File: src/hw/rtl/bvap_pkg.sv
package bvap_pkg;

    localparam int PIN_W       = 12;
    localparam int READING_W   = 13;
    localparam int PCT_W       = 7;
    localparam int CFG_W       = 5;
    localparam int SIZE_RESET  = 8;
    localparam int SIZE_LIMIT  = 31;

    localparam int AVERAGE_MAX  = 8190;
    localparam int POINT_COUNT  = 21;
    localparam int SEG_W        = 5;
    localparam int PERCENT_STEP = 5;
    localparam int PERCENT_FULL = 100;
    localparam int GAUGE_DEN_W  = 9;

    localparam logic [READING_W-1:0] GAUGE_POINTS [POINT_COUNT] = '{
        13'd3270,
        13'd3610, 13'd3690, 13'd3710, 13'd3730, 13'd3750,
        13'd3770, 13'd3790, 13'd3800, 13'd3820, 13'd3840,
        13'd3850, 13'd3870, 13'd3910, 13'd3950, 13'd3980,
        13'd4020, 13'd4080, 13'd4110, 13'd4150, 13'd4200
    };

    typedef struct packed {
        logic busy;
        logic done;
    } div_stat_t;

    function automatic int tot_width(input int depth);
        return $clog2(depth * AVERAGE_MAX + 1);
    endfunction

    function automatic int cnt_width(input int depth);
        int cap;
        cap = (depth < SIZE_LIMIT) ? depth : SIZE_LIMIT;
        return $clog2(cap + 1);
    endfunction

    function automatic int cnt_cap(input int depth);
        return (depth < SIZE_LIMIT) ? depth : SIZE_LIMIT;
    endfunction

    function automatic int idx_width(input int depth);
        return (depth > 1) ? $clog2(depth) : 1;
    endfunction

endpackage

File: src/hw/rtl/bvap_in_if.sv
interface bvap_in_if import bvap_pkg::*; ();
    logic             valid;
    logic             ready;
    logic [PIN_W-1:0] pin_millivolts;

    modport source (output valid, output pin_millivolts, input ready);
    modport sink (input valid, input pin_millivolts, output ready);
endinterface

File: src/hw/rtl/bvap_out_if.sv
interface bvap_out_if import bvap_pkg::*; ();
    logic                 valid;
    logic                 ready;
    logic [READING_W-1:0] average_millivolts;
    logic [PCT_W-1:0]     charge_percent;

    modport source (output valid, output average_millivolts, output charge_percent,
                    input ready);
    modport sink (input valid, input average_millivolts, input charge_percent,
                  output ready);
endinterface

File: src/hw/rtl/bvap_ram.sv
module bvap_ram #(
    parameter int WIDTH = 13,
    parameter int DEPTH = 16
) (
    input  logic                                    clk,
    input  logic                                    we,
    input  logic [((DEPTH > 1) ? $clog2(DEPTH) : 1)-1:0] waddr,
    input  logic [WIDTH-1:0]                        wdata,
    input  logic [((DEPTH > 1) ? $clog2(DEPTH) : 1)-1:0] raddr,
    output logic [WIDTH-1:0]                        rdata
);

    logic [WIDTH-1:0] mem_reg [DEPTH];
    logic [WIDTH-1:0] rdata_reg;

    always_ff @(posedge clk)
    begin
        if (we)
        begin
            mem_reg[waddr] <= wdata;
        end
        rdata_reg <= mem_reg[raddr];
    end

    assign rdata = rdata_reg;

endmodule

File: src/hw/rtl/bvap_div.sv
module bvap_div import bvap_pkg::*; #(
    parameter int NUM_W = 17,
    parameter int DEN_W = 9
) (
    input  logic             clk,
    input  logic             rst_n,
    input  logic             start,
    input  logic [NUM_W-1:0] dividend,
    input  logic [DEN_W-1:0] divisor,
    output div_stat_t        stat,
    output logic [NUM_W-1:0] quotient,
    output logic [DEN_W-1:0] remainder
);

    localparam int CW = $clog2(NUM_W + 1);

    logic [NUM_W-1:0] quo_reg, quo_next;
    logic [DEN_W-1:0] rem_reg, rem_next;
    logic [DEN_W-1:0] den_reg, den_next;
    logic [CW-1:0]    cnt_reg, cnt_next;
    logic             busy_reg, busy_next;
    logic             done_reg, done_next;
    logic [DEN_W:0]   shifted;
    logic [DEN_W:0]   diff;
    logic             ge;

    always_comb
    begin
        shifted   = {rem_reg, quo_reg[NUM_W-1]};
        ge        = (shifted >= {1'b0, den_reg});
        diff      = shifted - {1'b0, den_reg};
        quo_next  = quo_reg;
        rem_next  = rem_reg;
        den_next  = den_reg;
        cnt_next  = cnt_reg;
        busy_next = busy_reg;
        done_next = 1'b0;
        if (start)
        begin
            quo_next  = dividend;
            rem_next  = '0;
            den_next  = divisor;
            cnt_next  = CW'(NUM_W);
            busy_next = 1'b1;
        end
        else if (busy_reg)
        begin
            quo_next = {quo_reg[NUM_W-2:0], ge};
            rem_next = ge ? diff[DEN_W-1:0] : shifted[DEN_W-1:0];
            cnt_next = cnt_reg - CW'(1);
            if (cnt_reg == CW'(1))
            begin
                busy_next = 1'b0;
                done_next = 1'b1;
            end
        end
    end

    always_ff @(posedge clk or negedge rst_n)
    begin
        if (!rst_n)
        begin
            cnt_reg  <= '0;
            busy_reg <= 1'b0;
            done_reg <= 1'b0;
        end
        else
        begin
            cnt_reg  <= cnt_next;
            busy_reg <= busy_next;
            done_reg <= done_next;
        end
    end

    always_ff @(posedge clk)
    begin
        quo_reg <= quo_next;
        rem_reg <= rem_next;
        den_reg <= den_next;
    end

    assign stat.busy = busy_reg;
    assign stat.done = done_reg;
    assign quotient  = quo_reg;
    assign remainder = rem_reg;

endmodule

File: src/hw/rtl/bvap_fifo.sv
module bvap_fifo #(
    parameter int WIDTH = 22,
    parameter int DEPTH = 2
) (
    input  logic             clk,
    input  logic             rst_n,
    input  logic             push,
    input  logic [WIDTH-1:0] push_data,
    output logic             push_ready,
    input  logic             pop,
    output logic [WIDTH-1:0] pop_data,
    output logic             pop_valid
);

    localparam int PW = (DEPTH > 1) ? $clog2(DEPTH) : 1;
    localparam int NW = $clog2(DEPTH + 1);

    logic [WIDTH-1:0] entry_reg [DEPTH];
    logic [PW-1:0]    wr_reg, wr_next;
    logic [PW-1:0]    rd_reg, rd_next;
    logic [NW-1:0]    count_reg, count_next;
    logic             do_push, do_pop;

    assign push_ready = (count_reg != NW'(DEPTH));
    assign pop_valid  = (count_reg != '0);
    assign pop_data   = entry_reg[rd_reg];
    assign do_push    = push && push_ready;
    assign do_pop     = pop && pop_valid;

    always_comb
    begin
        wr_next    = wr_reg;
        rd_next    = rd_reg;
        count_next = count_reg;
        if (do_push)
        begin
            wr_next = (wr_reg == PW'(DEPTH - 1)) ? '0 : wr_reg + PW'(1);
        end
        if (do_pop)
        begin
            rd_next = (rd_reg == PW'(DEPTH - 1)) ? '0 : rd_reg + PW'(1);
        end
        if (do_push && !do_pop)
        begin
            count_next = count_reg + NW'(1);
        end
        else if (do_pop && !do_push)
        begin
            count_next = count_reg - NW'(1);
        end
    end

    always_ff @(posedge clk or negedge rst_n)
    begin
        if (!rst_n)
        begin
            wr_reg    <= '0;
            rd_reg    <= '0;
            count_reg <= '0;
        end
        else
        begin
            wr_reg    <= wr_next;
            rd_reg    <= rd_next;
            count_reg <= count_next;
        end
    end

    always_ff @(posedge clk)
    begin
        if (do_push)
        begin
            entry_reg[wr_reg] <= push_data;
        end
    end

endmodule

File: src/hw/rtl/bvap_front.sv
module bvap_front import bvap_pkg::*; #(
    parameter int WINDOW_DEPTH = 16
) (
    input  logic                                  clk,
    input  logic                                  rst_n,
    bvap_in_if.sink                               reading,
    input  logic [CFG_W-1:0]                      window_size,
    output logic                                  q_push,
    output logic [tot_width(WINDOW_DEPTH)+cnt_width(WINDOW_DEPTH)-1:0] q_data,
    input  logic                                  q_ready
);

    localparam int TOT_W = tot_width(WINDOW_DEPTH);
    localparam int CNT_W = cnt_width(WINDOW_DEPTH);
    localparam int IDX_W = idx_width(WINDOW_DEPTH);

    localparam logic [1:0] ST_IDLE = 2'd0;
    localparam logic [1:0] ST_READ = 2'd1;
    localparam logic [1:0] ST_MOD  = 2'd2;
    localparam logic [1:0] ST_PUSH = 2'd3;

    logic [1:0]              state_reg, state_next;
    logic [READING_W-1:0]    value_reg, value_next;
    logic [IDX_W-1:0]        pos_reg, pos_next;
    logic [CNT_W-1:0]        fill_reg, fill_next;
    logic [TOT_W-1:0]        total_reg, total_next;
    logic [WINDOW_DEPTH-1:0] valid_reg, valid_next;
    logic [CNT_W-1:0]        size_eff;
    logic [READING_W-1:0]    old_value;
    logic [READING_W-1:0]    ram_rdata;
    logic                    ram_we;
    logic                    div_start;
    div_stat_t               div_stat;
    logic [IDX_W:0]          div_quo;
    logic [CNT_W-1:0]        div_rem;

    always_comb
    begin
        if (window_size == '0)
        begin
            size_eff = CNT_W'(1);
        end
        else if (int'(window_size) > WINDOW_DEPTH)
        begin
            size_eff = CNT_W'(WINDOW_DEPTH);
        end
        else
        begin
            size_eff = CNT_W'(window_size);
        end
    end

    assign reading.ready = (state_reg == ST_IDLE);
    assign old_value     = valid_reg[pos_reg] ? ram_rdata : '0;
    assign q_data        = {total_reg, fill_reg};

    always_comb
    begin
        state_next = state_reg;
        value_next = value_reg;
        pos_next   = pos_reg;
        fill_next  = fill_reg;
        total_next = total_reg;
        valid_next = valid_reg;
        ram_we     = 1'b0;
        div_start  = 1'b0;
        q_push     = 1'b0;
        case (state_reg)
            ST_IDLE:
            begin
                if (reading.valid)
                begin
                    value_next = {reading.pin_millivolts, 1'b0};
                    state_next = ST_READ;
                end
            end
            ST_READ:
            begin
                total_next          = total_reg + TOT_W'(value_reg) - TOT_W'(old_value);
                ram_we              = 1'b1;
                valid_next[pos_reg] = 1'b1;
                if (fill_reg < size_eff)
                begin
                    fill_next = fill_reg + CNT_W'(1);
                end
                div_start  = 1'b1;
                state_next = ST_MOD;
            end
            ST_MOD:
            begin
                if (div_stat.done)
                begin
                    pos_next   = IDX_W'(div_rem);
                    state_next = ST_PUSH;
                end
            end
            ST_PUSH:
            begin
                q_push = 1'b1;
                if (q_ready)
                begin
                    state_next = ST_IDLE;
                end
            end
            default:
            begin
                state_next = ST_IDLE;
            end
        endcase
    end

    always_ff @(posedge clk or negedge rst_n)
    begin
        if (!rst_n)
        begin
            state_reg <= ST_IDLE;
            pos_reg   <= '0;
            fill_reg  <= '0;
            total_reg <= '0;
            valid_reg <= '0;
        end
        else
        begin
            state_reg <= state_next;
            pos_reg   <= pos_next;
            fill_reg  <= fill_next;
            total_reg <= total_next;
            valid_reg <= valid_next;
        end
    end

    always_ff @(posedge clk)
    begin
        value_reg <= value_next;
    end

    bvap_ram #(
        .WIDTH (READING_W),
        .DEPTH (WINDOW_DEPTH)
    ) u_window (
        .clk   (clk),
        .we    (ram_we),
        .waddr (pos_reg),
        .wdata (value_reg),
        .raddr (pos_reg),
        .rdata (ram_rdata)
    );

    bvap_div #(
        .NUM_W (IDX_W + 1),
        .DEN_W (CNT_W)
    ) u_wrap (
        .clk       (clk),
        .rst_n     (rst_n),
        .start     (div_start),
        .dividend  ({1'b0, pos_reg} + (IDX_W + 1)'(1)),
        .divisor   (size_eff),
        .stat      (div_stat),
        .quotient  (div_quo),
        .remainder (div_rem)
    );

    a_fill_cap: assert property (@(posedge clk) disable iff (!rst_n)
        int'(fill_reg) <= cnt_cap(WINDOW_DEPTH))
        else $error("fill count beyond window capacity");

    a_pos_range: assert property (@(posedge clk) disable iff (!rst_n)
        int'(pos_reg) < WINDOW_DEPTH)
        else $error("write position out of range");

    a_wrap_done: assert property (@(posedge clk) disable iff (!rst_n)
        (state_reg == ST_MOD && div_stat.done) |-> (div_quo <= (IDX_W + 1)'(WINDOW_DEPTH)))
        else $error("wrap quotient out of range");

endmodule

File: src/hw/rtl/bvap_back.sv
module bvap_back import bvap_pkg::*; #(
    parameter int WINDOW_DEPTH = 16
) (
    input  logic                                  clk,
    input  logic                                  rst_n,
    input  logic                                  q_valid,
    input  logic [tot_width(WINDOW_DEPTH)+cnt_width(WINDOW_DEPTH)-1:0] q_data,
    output logic                                  q_pop,
    bvap_out_if.source                            gauge
);

    localparam int TOT_W = tot_width(WINDOW_DEPTH);
    localparam int CNT_W = cnt_width(WINDOW_DEPTH);
    localparam int DV_W  = (CNT_W > GAUGE_DEN_W) ? CNT_W : GAUGE_DEN_W;

    localparam logic [2:0] ST_IDLE = 3'd0;
    localparam logic [2:0] ST_AVG  = 3'd1;
    localparam logic [2:0] ST_SEG  = 3'd2;
    localparam logic [2:0] ST_LOOK = 3'd3;
    localparam logic [2:0] ST_PCT  = 3'd4;
    localparam logic [2:0] ST_OUT  = 3'd5;

    logic [2:0]             state_reg, state_next;
    logic [READING_W-1:0]   avg_reg, avg_next;
    logic [SEG_W-1:0]       seg_reg, seg_next;
    logic [PCT_W-1:0]       pct_reg, pct_next;
    logic                   out_valid_reg, out_valid_next;
    logic [READING_W-1:0]   out_avg_reg, out_avg_next;
    logic [PCT_W-1:0]       out_pct_reg, out_pct_next;
    logic [POINT_COUNT-1:0] above;
    logic [READING_W-1:0]   seg_lo, seg_hi, seg_off;
    logic [READING_W+2:0]   num5;
    logic                   div_start;
    logic [TOT_W-1:0]       div_num;
    logic [DV_W-1:0]        div_den;
    div_stat_t              div_stat;
    logic [TOT_W-1:0]       div_quo;
    logic [DV_W-1:0]        div_rem;

    always_comb
    begin
        for (int i = 0; i < POINT_COUNT; i++)
        begin
            above[i] = (avg_reg >= GAUGE_POINTS[i]);
        end
    end

    assign seg_lo  = GAUGE_POINTS[seg_reg - SEG_W'(1)];
    assign seg_hi  = GAUGE_POINTS[seg_reg];
    assign seg_off = avg_reg - seg_lo;
    assign num5    = {1'b0, seg_off, 2'b00} + {3'b000, seg_off};

    assign gauge.valid              = out_valid_reg;
    assign gauge.average_millivolts = out_avg_reg;
    assign gauge.charge_percent     = out_pct_reg;

    always_comb
    begin
        state_next     = state_reg;
        avg_next       = avg_reg;
        seg_next       = seg_reg;
        pct_next       = pct_reg;
        out_valid_next = out_valid_reg && !gauge.ready;
        out_avg_next   = out_avg_reg;
        out_pct_next   = out_pct_reg;
        q_pop          = 1'b0;
        div_start      = 1'b0;
        div_num        = q_data[TOT_W+CNT_W-1:CNT_W];
        div_den        = DV_W'(q_data[CNT_W-1:0]);
        case (state_reg)
            ST_IDLE:
            begin
                if (q_valid)
                begin
                    q_pop      = 1'b1;
                    div_start  = 1'b1;
                    state_next = ST_AVG;
                end
            end
            ST_AVG:
            begin
                if (div_stat.done)
                begin
                    if (div_quo > TOT_W'(AVERAGE_MAX))
                    begin
                        avg_next = READING_W'(AVERAGE_MAX);
                    end
                    else
                    begin
                        avg_next = div_quo[READING_W-1:0];
                    end
                    state_next = ST_SEG;
                end
            end
            ST_SEG:
            begin
                seg_next   = SEG_W'($countones(above));
                state_next = ST_LOOK;
            end
            ST_LOOK:
            begin
                if (seg_reg == '0)
                begin
                    pct_next   = '0;
                    state_next = ST_OUT;
                end
                else if (seg_reg == SEG_W'(POINT_COUNT))
                begin
                    pct_next   = PCT_W'(PERCENT_FULL);
                    state_next = ST_OUT;
                end
                else
                begin
                    pct_next   = PCT_W'(PERCENT_STEP * (int'(seg_reg) - 1));
                    div_num    = TOT_W'(num5);
                    div_den    = DV_W'(seg_hi - seg_lo);
                    div_start  = 1'b1;
                    state_next = ST_PCT;
                end
            end
            ST_PCT:
            begin
                if (div_stat.done)
                begin
                    pct_next   = pct_reg + PCT_W'(div_quo);
                    state_next = ST_OUT;
                end
            end
            ST_OUT:
            begin
                if (!out_valid_reg || gauge.ready)
                begin
                    out_valid_next = 1'b1;
                    out_avg_next   = avg_reg;
                    out_pct_next   = pct_reg;
                    state_next     = ST_IDLE;
                end
            end
            default:
            begin
                state_next = ST_IDLE;
            end
        endcase
    end

    always_ff @(posedge clk or negedge rst_n)
    begin
        if (!rst_n)
        begin
            state_reg     <= ST_IDLE;
            out_valid_reg <= 1'b0;
        end
        else
        begin
            state_reg     <= state_next;
            out_valid_reg <= out_valid_next;
        end
    end

    always_ff @(posedge clk)
    begin
        avg_reg     <= avg_next;
        seg_reg     <= seg_next;
        pct_reg     <= pct_next;
        out_avg_reg <= out_avg_next;
        out_pct_reg <= out_pct_next;
    end

    bvap_div #(
        .NUM_W (TOT_W),
        .DEN_W (DV_W)
    ) u_div (
        .clk       (clk),
        .rst_n     (rst_n),
        .start     (div_start),
        .dividend  (div_num),
        .divisor   (div_den),
        .stat      (div_stat),
        .quotient  (div_quo),
        .remainder (div_rem)
    );

    a_pct_range: assert property (@(posedge clk) disable iff (!rst_n)
        out_valid_reg |-> (out_pct_reg <= PCT_W'(PERCENT_FULL)))
        else $error("charge percent above full");

    a_avg_range: assert property (@(posedge clk) disable iff (!rst_n)
        out_valid_reg |-> (out_avg_reg <= READING_W'(AVERAGE_MAX)))
        else $error("average above range");

    a_gauge_rem: assert property (@(posedge clk) disable iff (!rst_n)
        (state_reg == ST_PCT && div_stat.done) |->
            (div_quo < TOT_W'(PERCENT_STEP) && div_rem < DV_W'(seg_hi - seg_lo)))
        else $error("segment interpolation out of step");

endmodule

File: src/hw/rtl/battery_voltage_average_to_percent.sv
// Moving average of doubled pin voltages over a window of 1 to WINDOW_DEPTH
// readings, with a charge estimate from 21 breakpoints interpolated in 5%
// steps. Each reading beat yields one result beat. The front end takes a beat,
// reads and rewrites the window memory and wraps the write position with a
// serial remainder unit. Results wait in a two-entry queue for the back end,
// whose single bit-serial divider runs the average division and then, for an
// average at or above the first breakpoint and below the last, the segment
// interpolation, one quotient bit per cycle. The back end takes one queued
// entry at a time and sets the sustained rate; the running total is 17 bits
// wide at depth 16. The window size register is taken as 1 when zero and as
// WINDOW_DEPTH above it; write it only while no beat is in flight.
module battery_voltage_average_to_percent import bvap_pkg::*; #(
    parameter int WINDOW_DEPTH = 16
) (
    input  logic             clk,
    input  logic             rst_n,
    bvap_in_if.sink          reading,
    bvap_out_if.source       gauge,
    input  logic             cfg_write,
    input  logic [CFG_W-1:0] cfg_data
);

    localparam int Q_W = tot_width(WINDOW_DEPTH) + cnt_width(WINDOW_DEPTH);

    logic [CFG_W-1:0] size_reg;
    logic             q_push, q_ready, q_pop, q_valid;
    logic [Q_W-1:0]   q_in, q_out;

    always_ff @(posedge clk or negedge rst_n)
    begin
        if (!rst_n)
        begin
            size_reg <= CFG_W'(SIZE_RESET);
        end
        else if (cfg_write)
        begin
            size_reg <= cfg_data;
        end
    end

    bvap_front #(
        .WINDOW_DEPTH (WINDOW_DEPTH)
    ) u_front (
        .clk         (clk),
        .rst_n       (rst_n),
        .reading     (reading),
        .window_size (size_reg),
        .q_push      (q_push),
        .q_data      (q_in),
        .q_ready     (q_ready)
    );

    bvap_fifo #(
        .WIDTH (Q_W),
        .DEPTH (2)
    ) u_queue (
        .clk        (clk),
        .rst_n      (rst_n),
        .push       (q_push),
        .push_data  (q_in),
        .push_ready (q_ready),
        .pop        (q_pop),
        .pop_data   (q_out),
        .pop_valid  (q_valid)
    );

    bvap_back #(
        .WINDOW_DEPTH (WINDOW_DEPTH)
    ) u_back (
        .clk     (clk),
        .rst_n   (rst_n),
        .q_valid (q_valid),
        .q_data  (q_out),
        .q_pop   (q_pop),
        .gauge   (gauge)
    );

endmodule

File: src/flat_wrapper.sv
// flat-port wrapper written by rule: the top's interface ports become plain ports
module battery_voltage_average_to_percent_flat import bvap_pkg::*;
#(
    parameter int WINDOW_DEPTH = 16
)
  (clk, rst_n, cfg_write, cfg_data, reading_valid, reading_pin_millivolts, reading_ready, gauge_valid, gauge_average_millivolts, gauge_charge_percent, gauge_ready);
  bvap_in_if reading_i ();
  bvap_out_if gauge_i ();
  input  logic clk;
  input  logic rst_n;
  input  logic cfg_write;
  input  logic [CFG_W-1:0] cfg_data;
  input wire logic [$bits(reading_i.valid)-1:0] reading_valid;
  input wire logic [$bits(reading_i.pin_millivolts)-1:0] reading_pin_millivolts;
  output wire logic [$bits(reading_i.ready)-1:0] reading_ready;
  output wire logic [$bits(gauge_i.valid)-1:0] gauge_valid;
  output wire logic [$bits(gauge_i.average_millivolts)-1:0] gauge_average_millivolts;
  output wire logic [$bits(gauge_i.charge_percent)-1:0] gauge_charge_percent;
  input wire logic [$bits(gauge_i.ready)-1:0] gauge_ready;
  assign reading_i.valid = reading_valid;
  assign reading_i.pin_millivolts = reading_pin_millivolts;
  assign reading_ready = reading_i.ready;
  assign gauge_valid = gauge_i.valid;
  assign gauge_average_millivolts = gauge_i.average_millivolts;
  assign gauge_charge_percent = gauge_i.charge_percent;
  assign gauge_i.ready = gauge_ready;
  battery_voltage_average_to_percent #(.WINDOW_DEPTH(WINDOW_DEPTH)) u_core (.clk(clk), .rst_n(rst_n), .reading(reading_i), .gauge(gauge_i), .cfg_write(cfg_write), .cfg_data(cfg_data));
endmodule
File: config.mk
export PLATFORM = sky130hd
export DESIGN_NAME = battery_voltage_average_to_percent_flat
export DESIGN_NICKNAME = d
export VERILOG_FILES = /design/src/hw/rtl/bvap_pkg.sv /design/src/hw/rtl/bvap_in_if.sv /design/src/hw/rtl/bvap_out_if.sv /design/src/hw/rtl/bvap_ram.sv /design/src/hw/rtl/bvap_div.sv /design/src/hw/rtl/bvap_fifo.sv /design/src/hw/rtl/bvap_front.sv /design/src/hw/rtl/bvap_back.sv /design/src/hw/rtl/battery_voltage_average_to_percent.sv /design/src/flat_wrapper.sv
export SDC_FILE = /design/constraint.sdc
export NUM_CORES = 1
export LEC_CHECK = 0
export BUFFER_PORTS_ARGS = -buffer_cell sky130_fd_sc_hd__buf_2
export CAP_MARGIN = 25
export CORE_MARGIN = 3
export CORE_UTILIZATION = 51
export DETAILED_ROUTE_END_ITERATION = 6
export PLACE_DENSITY_LB_ADDON = 0.1
export SLEW_MARGIN = 20
export SYNTH_ARGS = -nofsm -noshare
export SYNTH_HDL_FRONTEND = slang
export SYNTH_SLANG_ARGS = --single-unit
File: constraint.sdc
create_clock -name clk -period 8.4 [get_ports clk]
set_input_delay 1.26 -clock clk [delete_from_list [all_inputs] [get_ports clk]]
set_output_delay 1.26 -clock clk [all_outputs]
set_load 0.02 [all_outputs]
Word-level counts from Yosys, hierarchy flattened
Memory sizes are Yosys's and may differ from the RTL's. A register that Yosys moved wholly into a read port is not among the register bits.
Index checks and enable logic that the tools add are counted.
Storage, ports and cells
  register bits after elaboration: 189
  bits in writable memories: 236
  bits in read-only memories: 832
  input port bits: 22
  output and inout bits: 22
  logic and storage cells: 227
  memories: 4
Operators by class
  add/sub/neg operators: 38
  multiply operators: 1
  magnitude comparators: 30
  equal/unequal tests: 19
  mux-type cells: 71
  bitwise logic cells: 4
  reductions and logical operators: 29
Memory list
  (name not given): words 32, width 13, read ports 1, clocked after Yosys merged registers in 0, write ports 0, line bvap_back.sv:49  | assign seg_hi = GAUGE_POINTS[seg_reg];
  (name not given): words 32, width 13, read ports 1, clocked after Yosys merged registers in 0, write ports 0, line bvap_back.sv:48  | assign seg_lo = GAUGE_POINTS[seg_reg - SEG_W'(1)];
  u_core.u_front.u_window.mem_reg: words 16, width 12, read ports 1, clocked after Yosys merged registers in 1, write ports 1, line bvap_ram.sv:13  | logic [WIDTH-1:0] mem_reg [DEPTH];
  u_core.u_queue.entry_reg: words 2, width 22, read ports 1, clocked after Yosys merged registers in 0, write ports 1, line bvap_fifo.sv:18  | logic [WIDTH-1:0] entry_reg [DEPTH];
Operators by type and width (count)
  $ge 13x12->1 const B: 18
  $mux 17: 5
  $mux 5: 10
  $ge 13x13->1 const B: 3
  $mux 13: 3
  $mux 1: 30
  $mux 9: 3
  $mux 7: 3
  $add 1x1->2: 10
  $mux 3: 6
  $pmux 3 s6: 1
  $sub 9x9->9: 2
  $add 17x13->17: 1
  $gt 17x13->1 const B: 1
  $sub 17x13->17: 1
  $add 15x13->16: 1
  $or 16x16->16: 1
  $add 2x2->3: 5
  $pmux 7 s2: 1
  $sub 13x13->13: 1
  $ge 6x6->1 const B: 2
  $not 5->6: 2
  $reduce_and 2->1: 6
  $ge 10x9->1: 1
  other kinds (45): 75

Depth between registers and ports, before layout
  word-level depth: 11
  gate-level depth with buffers: 31
  depth with buffers taken out: 29

By module
From an unflattened synthesis, not the netlist that was laid out.
Unflattened totals
  cell total of the unflattened synthesis: 1743
  area total of the unflattened synthesis: 22821.9 um^2
By module, submodules not included
  bvap_ram: instances 1, cells each 355, area an instance 8242.9 um^2, sequential area each 6506.2 um^2
  bvap_back: instances 1, cells each 650, area an instance 5634.2 um^2, sequential area each 1451.4 um^2
  bvap_front: instances 1, cells each 358, area an instance 3658.5 um^2, sequential area each 1461.4 um^2
  bvap_div at u_core.u_back.u_div: instances 1, cells each 186, area an instance 2214.6 um^2, sequential area each 1136.1 um^2
  bvap_fifo: instances 1, cells each 86, area an instance 1788.0 um^2, sequential area each 1421.4 um^2
  bvap_div at u_core.u_front.u_wrap: instances 1, cells each 98, area an instance 1101.1 um^2, sequential area each 525.5 um^2
  battery_voltage_average_to_percent: instances 1, cells each 10, area an instance 182.7 um^2, sequential area each 126.4 um^2

Worst setup path before layout
OpenSTA, ideal clock, no wires.
  path type: register to register
  start point: register u_core.u_back.seg_reg[1]
  end point: register u_core.u_back.u_div.quo_reg[14] (netlist: u_core.u_back.u_div.quotient[14]), data pin
  setup time: 259 ps
  arrival: 5612 ps
  data required time: 8141 ps
  setup slack: 2529 ps
  stages on the path, launching flop included: 31
  buffers on the path: 2
  period minus slack after synthesis: 5871 ps
  path through: edfxtp_1 > clkbuf_1 > inv_1 > ha_1 > inv_1 > ha_1 > clkbuf_1 > nor2_1 > a21oi_1 > a21oi_1 > o221ai_1 > nand2_1 > nand2_1 > inv_1 > ha_1 > a21o_1 > and3_1 > a2bb2oi_1 > a221o_1 > or3_1 > a21oi_1 > xnor2_1 > ha_1 > inv_1 > o21bai_1 > a21oi_1 > nor2b_1 > a21oi_1 > mux2i_1 > nor2_1 > o31a_1
On the way
  cells in the longest elaborated chain, start to end: 11
  elaborated cells on any way between the ends: 16
  those cells by class: 3 x add/sub; 1 x eq/ne; 9 x mux; 1 x bitwise; 1 x reduce/logical; 1 x memory
RTL lines
  start, declared: line bvap_back.sv:25  | logic [SEG_W-1:0] seg_reg, seg_next;
  start signal, assigned: line bvap_back.sv:163  | seg_reg <= seg_next;
  $sub 5x1->5: line bvap_back.sv:48
  $not 5->6 (not written as such): line bvap_back.sv:48
  $mem_v2 32x13
  $mux 13 (not written as such) (2 in series): line bvap_back.sv:48
  $sub 13x13->13: line bvap_back.sv:50  | assign seg_off = avg_reg - seg_lo;
  $add 15x13->16: line bvap_back.sv:51  | assign num5 = {1'b0, seg_off, 2'b00} + {3'b000, seg_off};
  $mux 17: line bvap_back.sv:107  | else if (seg_reg == SEG_W'(POINT_COUNT))
  $mux 17: line bvap_back.sv:102  | if (seg_reg == '0)
  $mux 17: line bvap_back.sv:70  | case (state_reg)
  $mux 17 *: line bvap_div.sv:38  | if (start)
  via u_core.u_back.u_div.quo_next[14]: line bvap_div.sv:17  | logic [NUM_W-1:0] quo_reg, quo_next;
  end signal, assigned: line bvap_div.sv:77  | quo_reg <= quo_next;
  end, declared: line bvap_div.sv:17
The timed path passes the listed nets; every way through them passes the cells marked *. The select of a mux whose other input is x is not followed.
A chain may end at the register's enable or synchronous reset.

Worst setup path in the final report
Ends and elaborated chain as after synthesis.

==> key figures <==
Placed design
  • Final HPWL DP: 30500 um
  • PortBufs: 43
  • Dpl cell area: 22000 sq um
  • Gpl congestion: 0.862

Floorplanning
  • Die area: 44000 sq um
  • Die Ht: 210 um
  • Die width: 210 um
  • Ports: 44
  • Row count: 74
  • Starting Density: 51.8%
  • Core area: 40900 sq um

Final layout
  • Finished Core Util: 57.7%
  • Share of cells above drive strength 1: 15.3%
  • Post-route cell area: 23600 sq um
  • Layout area overhead: 11.4%
  • Max reg flops: 192
  • Fill cell count: 3341
  • Final #Nets: 1840
  • Ant diodes: 0

Clocking
  • Cts hold-fix bufs: 0
  • TritonCTS Buffers: 47
  • Post-CTS setup buffers: 0
  • Root cell of the clock tree: clkbuf_16
  • CTS clock-pin slew for the worst setup and hold paths: 0.06 ns
  • Clk Latency, worst-skew pair: 0.59 ns
  • CTS sink cnt: 421
  • CTS HTree Levels: 2
  • Post-CTS sizing: 0
  • CTS tree: built
  • CTS max path bufs: 3

Timing
  • Final min period: 6.76 ns
  • Tcrit/Tclk final: 80.5%
  • Clk_skew: 0.0299 ns
  • Slew @ Worst Pin: 1.04 ns
  • Fin. max-slew vios: 0
  • RSZ-0062 raised after global routing: no
  • Endpoints failing setup: 0
  • Final Hold Viols: 0
  • Setup_tns: 0 ns
  • Rel. slew slack: 30.6%
  • Max Clock Freq: 0.148 GHz

Critical path
  • Reg2Reg Setup Slack: 1.64 ns
  • CP endpoint kind: flip-flop
  • Capturing point of the worst reg2reg path: u_core.u_back.u_div.quotient[14]
  • CP Launch Type: flip-flop
  • Arrival time at the worst endpoint: 7.11 ns
  • Crit Path Class: reg2reg
  • CP max FO: 18
  • Reg2reg start: u_core.u_back.seg_reg[1]
  • Cells on worst reg2reg path: 24
  • CP required: 8.74 ns

Yosys
  • Yosys warns: 0
  • Synth Instances: 1629
  • Ys async rst share: 16.2%
  • Most common flop cell mapped by yosys: edfxtp_1
  • Number of synthesized flops with an enable pin: 327
  • Netlist cell types: 75
  • Seq/Total Area, Yosys: 56.8%
  • Synthesized flop and latch total: 421
  • Net Count, Synth: 1789
  • Post-Syn Area: 21200 sq um
  • Syn Area/Cell: 13.0 sq um

Hold path
  • Hold Path Sink: u_core.u_front.u_wrap.remainder[4]
  • Hold depth: 2
  • Min-Delay Path Class: reg2reg
  • Worst Hold Launch: u_core.u_front.u_wrap.remainder[4]

GRT
  • Vias in the first global route: 12905
  • Largest net degree at the start of global routing: 53
  • First-pass GRT wire length: 71600 um
  • Total grt overflow: 0
  • Initial antenna violation count: 0
  • GR Util All Layers: 20.7%

Routing
  • Routed Antenna Nets: 0
  • Wire per inst: 19.9 um
  • Drt total wl: 44600 um
  • Pre-Repair DR Iteration Count: 5
  • Via-per-instance ratio: 5.67
  • Vias: 12745
  • Drt drc: 0
  • First DRT Iteration DRCs: 795

Power
  • Static Leakage: 9.14 nW
  • IR drop worst, VDD: 0.000174 V
  • Pwr Density: 347 nW/um^2
  • Overall power: 8.21 mW

Outcome
  • Status: finished, final reports clean

Flow run
  • Max-cap violations: 0
## per-stage QoR
step           instances  setup WS [ns]  hold slack, ns
2_1_floorplan       1629           2.53           0.424
3_3_place_gp        2159           1.82           0.446
3_5_place_dp        2160           1.73           0.446
4_1_cts             2246           1.69           0.459
5_1_grt             2249           1.03           0.471
6_report            2249           1.64           0.458
## critical path, cell delays in order (launching register included)
cell	delay, ns
edfxtp_1	0.73
inv_1	0.24
ha_1	0.35
nor3b_2	0.21
xnor2_1	0.69
inv_1	0.40
a221oi_1	0.49
ha_1	0.26
fa_1	0.26
nor2b_1	0.06
o221ai_1	0.17
o21ai_1	0.13
o31ai_2	0.36
nand2b_1	0.09
a21o_1	0.19
xor2_1	0.23
ha_1	0.29
a21oi_1	0.22
o21bai_1	0.09
a21oi_1	0.23
nor2b_1	0.10
a21oi_1	0.19
mux2i_1	0.20
nor2_1	0.06
o31a_1	0.27
## synth_stat cells, types with 27 or more instances
library cell	number	share of area [%]
inv_1	146	2.6
nor2_1	114	2.0
nand2b_1	29	0.86
edfxtp_1	327	46
dfrtp_1	67	7.9
mux4_2	66	7.0
xnor2_1	47	1.9
clkbuf_1	50	0.89
ha_1	103	6.1
a21oi_1	79	1.9
mux2i_1	35	1.7
o21ai_0	73	1.7
fa_1	35	3.3
a21o_1	27	0.96
nand2_1	91	1.6
## area by class of cell
| class | instances | area (sq um) | area share, % |
|---|---|---|---|
| clock inverters | 31 | 319 | 1.35 |
| repair buffers | 67 | 419 | 1.78 |
| well taps | 532 | 666 | 2.82 |
| clock buffers | 55 | 1210 | 5.11 |
| inverters | 148 | 556 | 2.35 |
| flip-flops and latches | 421 | 12000 | 51.0 |
| multi-input cells | 995 | 8400 | 35.6 |
## cells in the final DEF, fill, tap and decap left out, types with 19 or more instances in the layout
master     instances
a21o_1            27
a21oi_1           79
mux2i_1           35
buf_4             21
fa_1              35
dfxtp_1           26
o21ai_0           73
inv_1            146
xnor2_1           47
nand2b_1          29
dfrtp_1           65
edfxtp_1         327
xor2_1            23
or2_2             24
ha_1             102
nand2_1           91
nor2b_1           19
mux4_2            66
nor2_1           106
buf_2             42
clkbuf_16         47
## routing by layer
layer	global-route usage, %	wire length [um]	vias to the layer above
li1	-	-	6058
met1	28.3	19400	6382
met2	34.7	22300	241
met3	3.09	1820	64
met4	6.40	1180	0
met5	0	0	-
## report_power, final
| group | switching, mW | internal (mW) | total, mW |
|---|---|---|---|
| Combinational | 1.64 | 1.40 | 3.04 |
| Sequential | 0.338 | 2.80 | 3.13 |
| Clock | 0.836 | 1.19 | 2.03 |
## worst max-delay path by stage
stage,from,to,slack (ns),cells after the start
finish,u_core.u_back.seg_reg[1],u_core.u_back.u_div.quotient[14],1.64,24
global route,u_core.u_back.seg_reg[1],u_core.u_back.u_div.quotient[14],1.03,24
CTS,u_core.u_back.seg_reg[1],u_core.u_back.u_div.quotient[14],1.69,24
detailed placement,u_core.u_back.seg_reg[1],u_core.u_back.u_div.quotient[14],1.73,24
global placement,u_core.u_back.seg_reg[1],u_core.u_back.u_div.quotient[14],1.82,24
floorplan,u_core.u_back.seg_reg[1],u_core.u_back.u_div.quotient[14],2.53,30
## kinds of logic (layout without fill, tap and decap cells)
family | count (synthesis) | in the layout | synth area share [%]
flip-flops | 421 | 421 | 56.8
AND/OR/NAND/NOR | 373 | 373 | 8.61
AO/OA/AOI/OAI | 300 | 300 | 9.12
buffers and inverters | 213 | 301 | 3.81
adder cells (fa/ha/maj) | 141 | 141 | 9.53
multiplexers | 110 | 110 | 9.14
XOR/XNOR | 71 | 71 | 2.97
No activity file was read; power rests on OpenSTA's default activity.
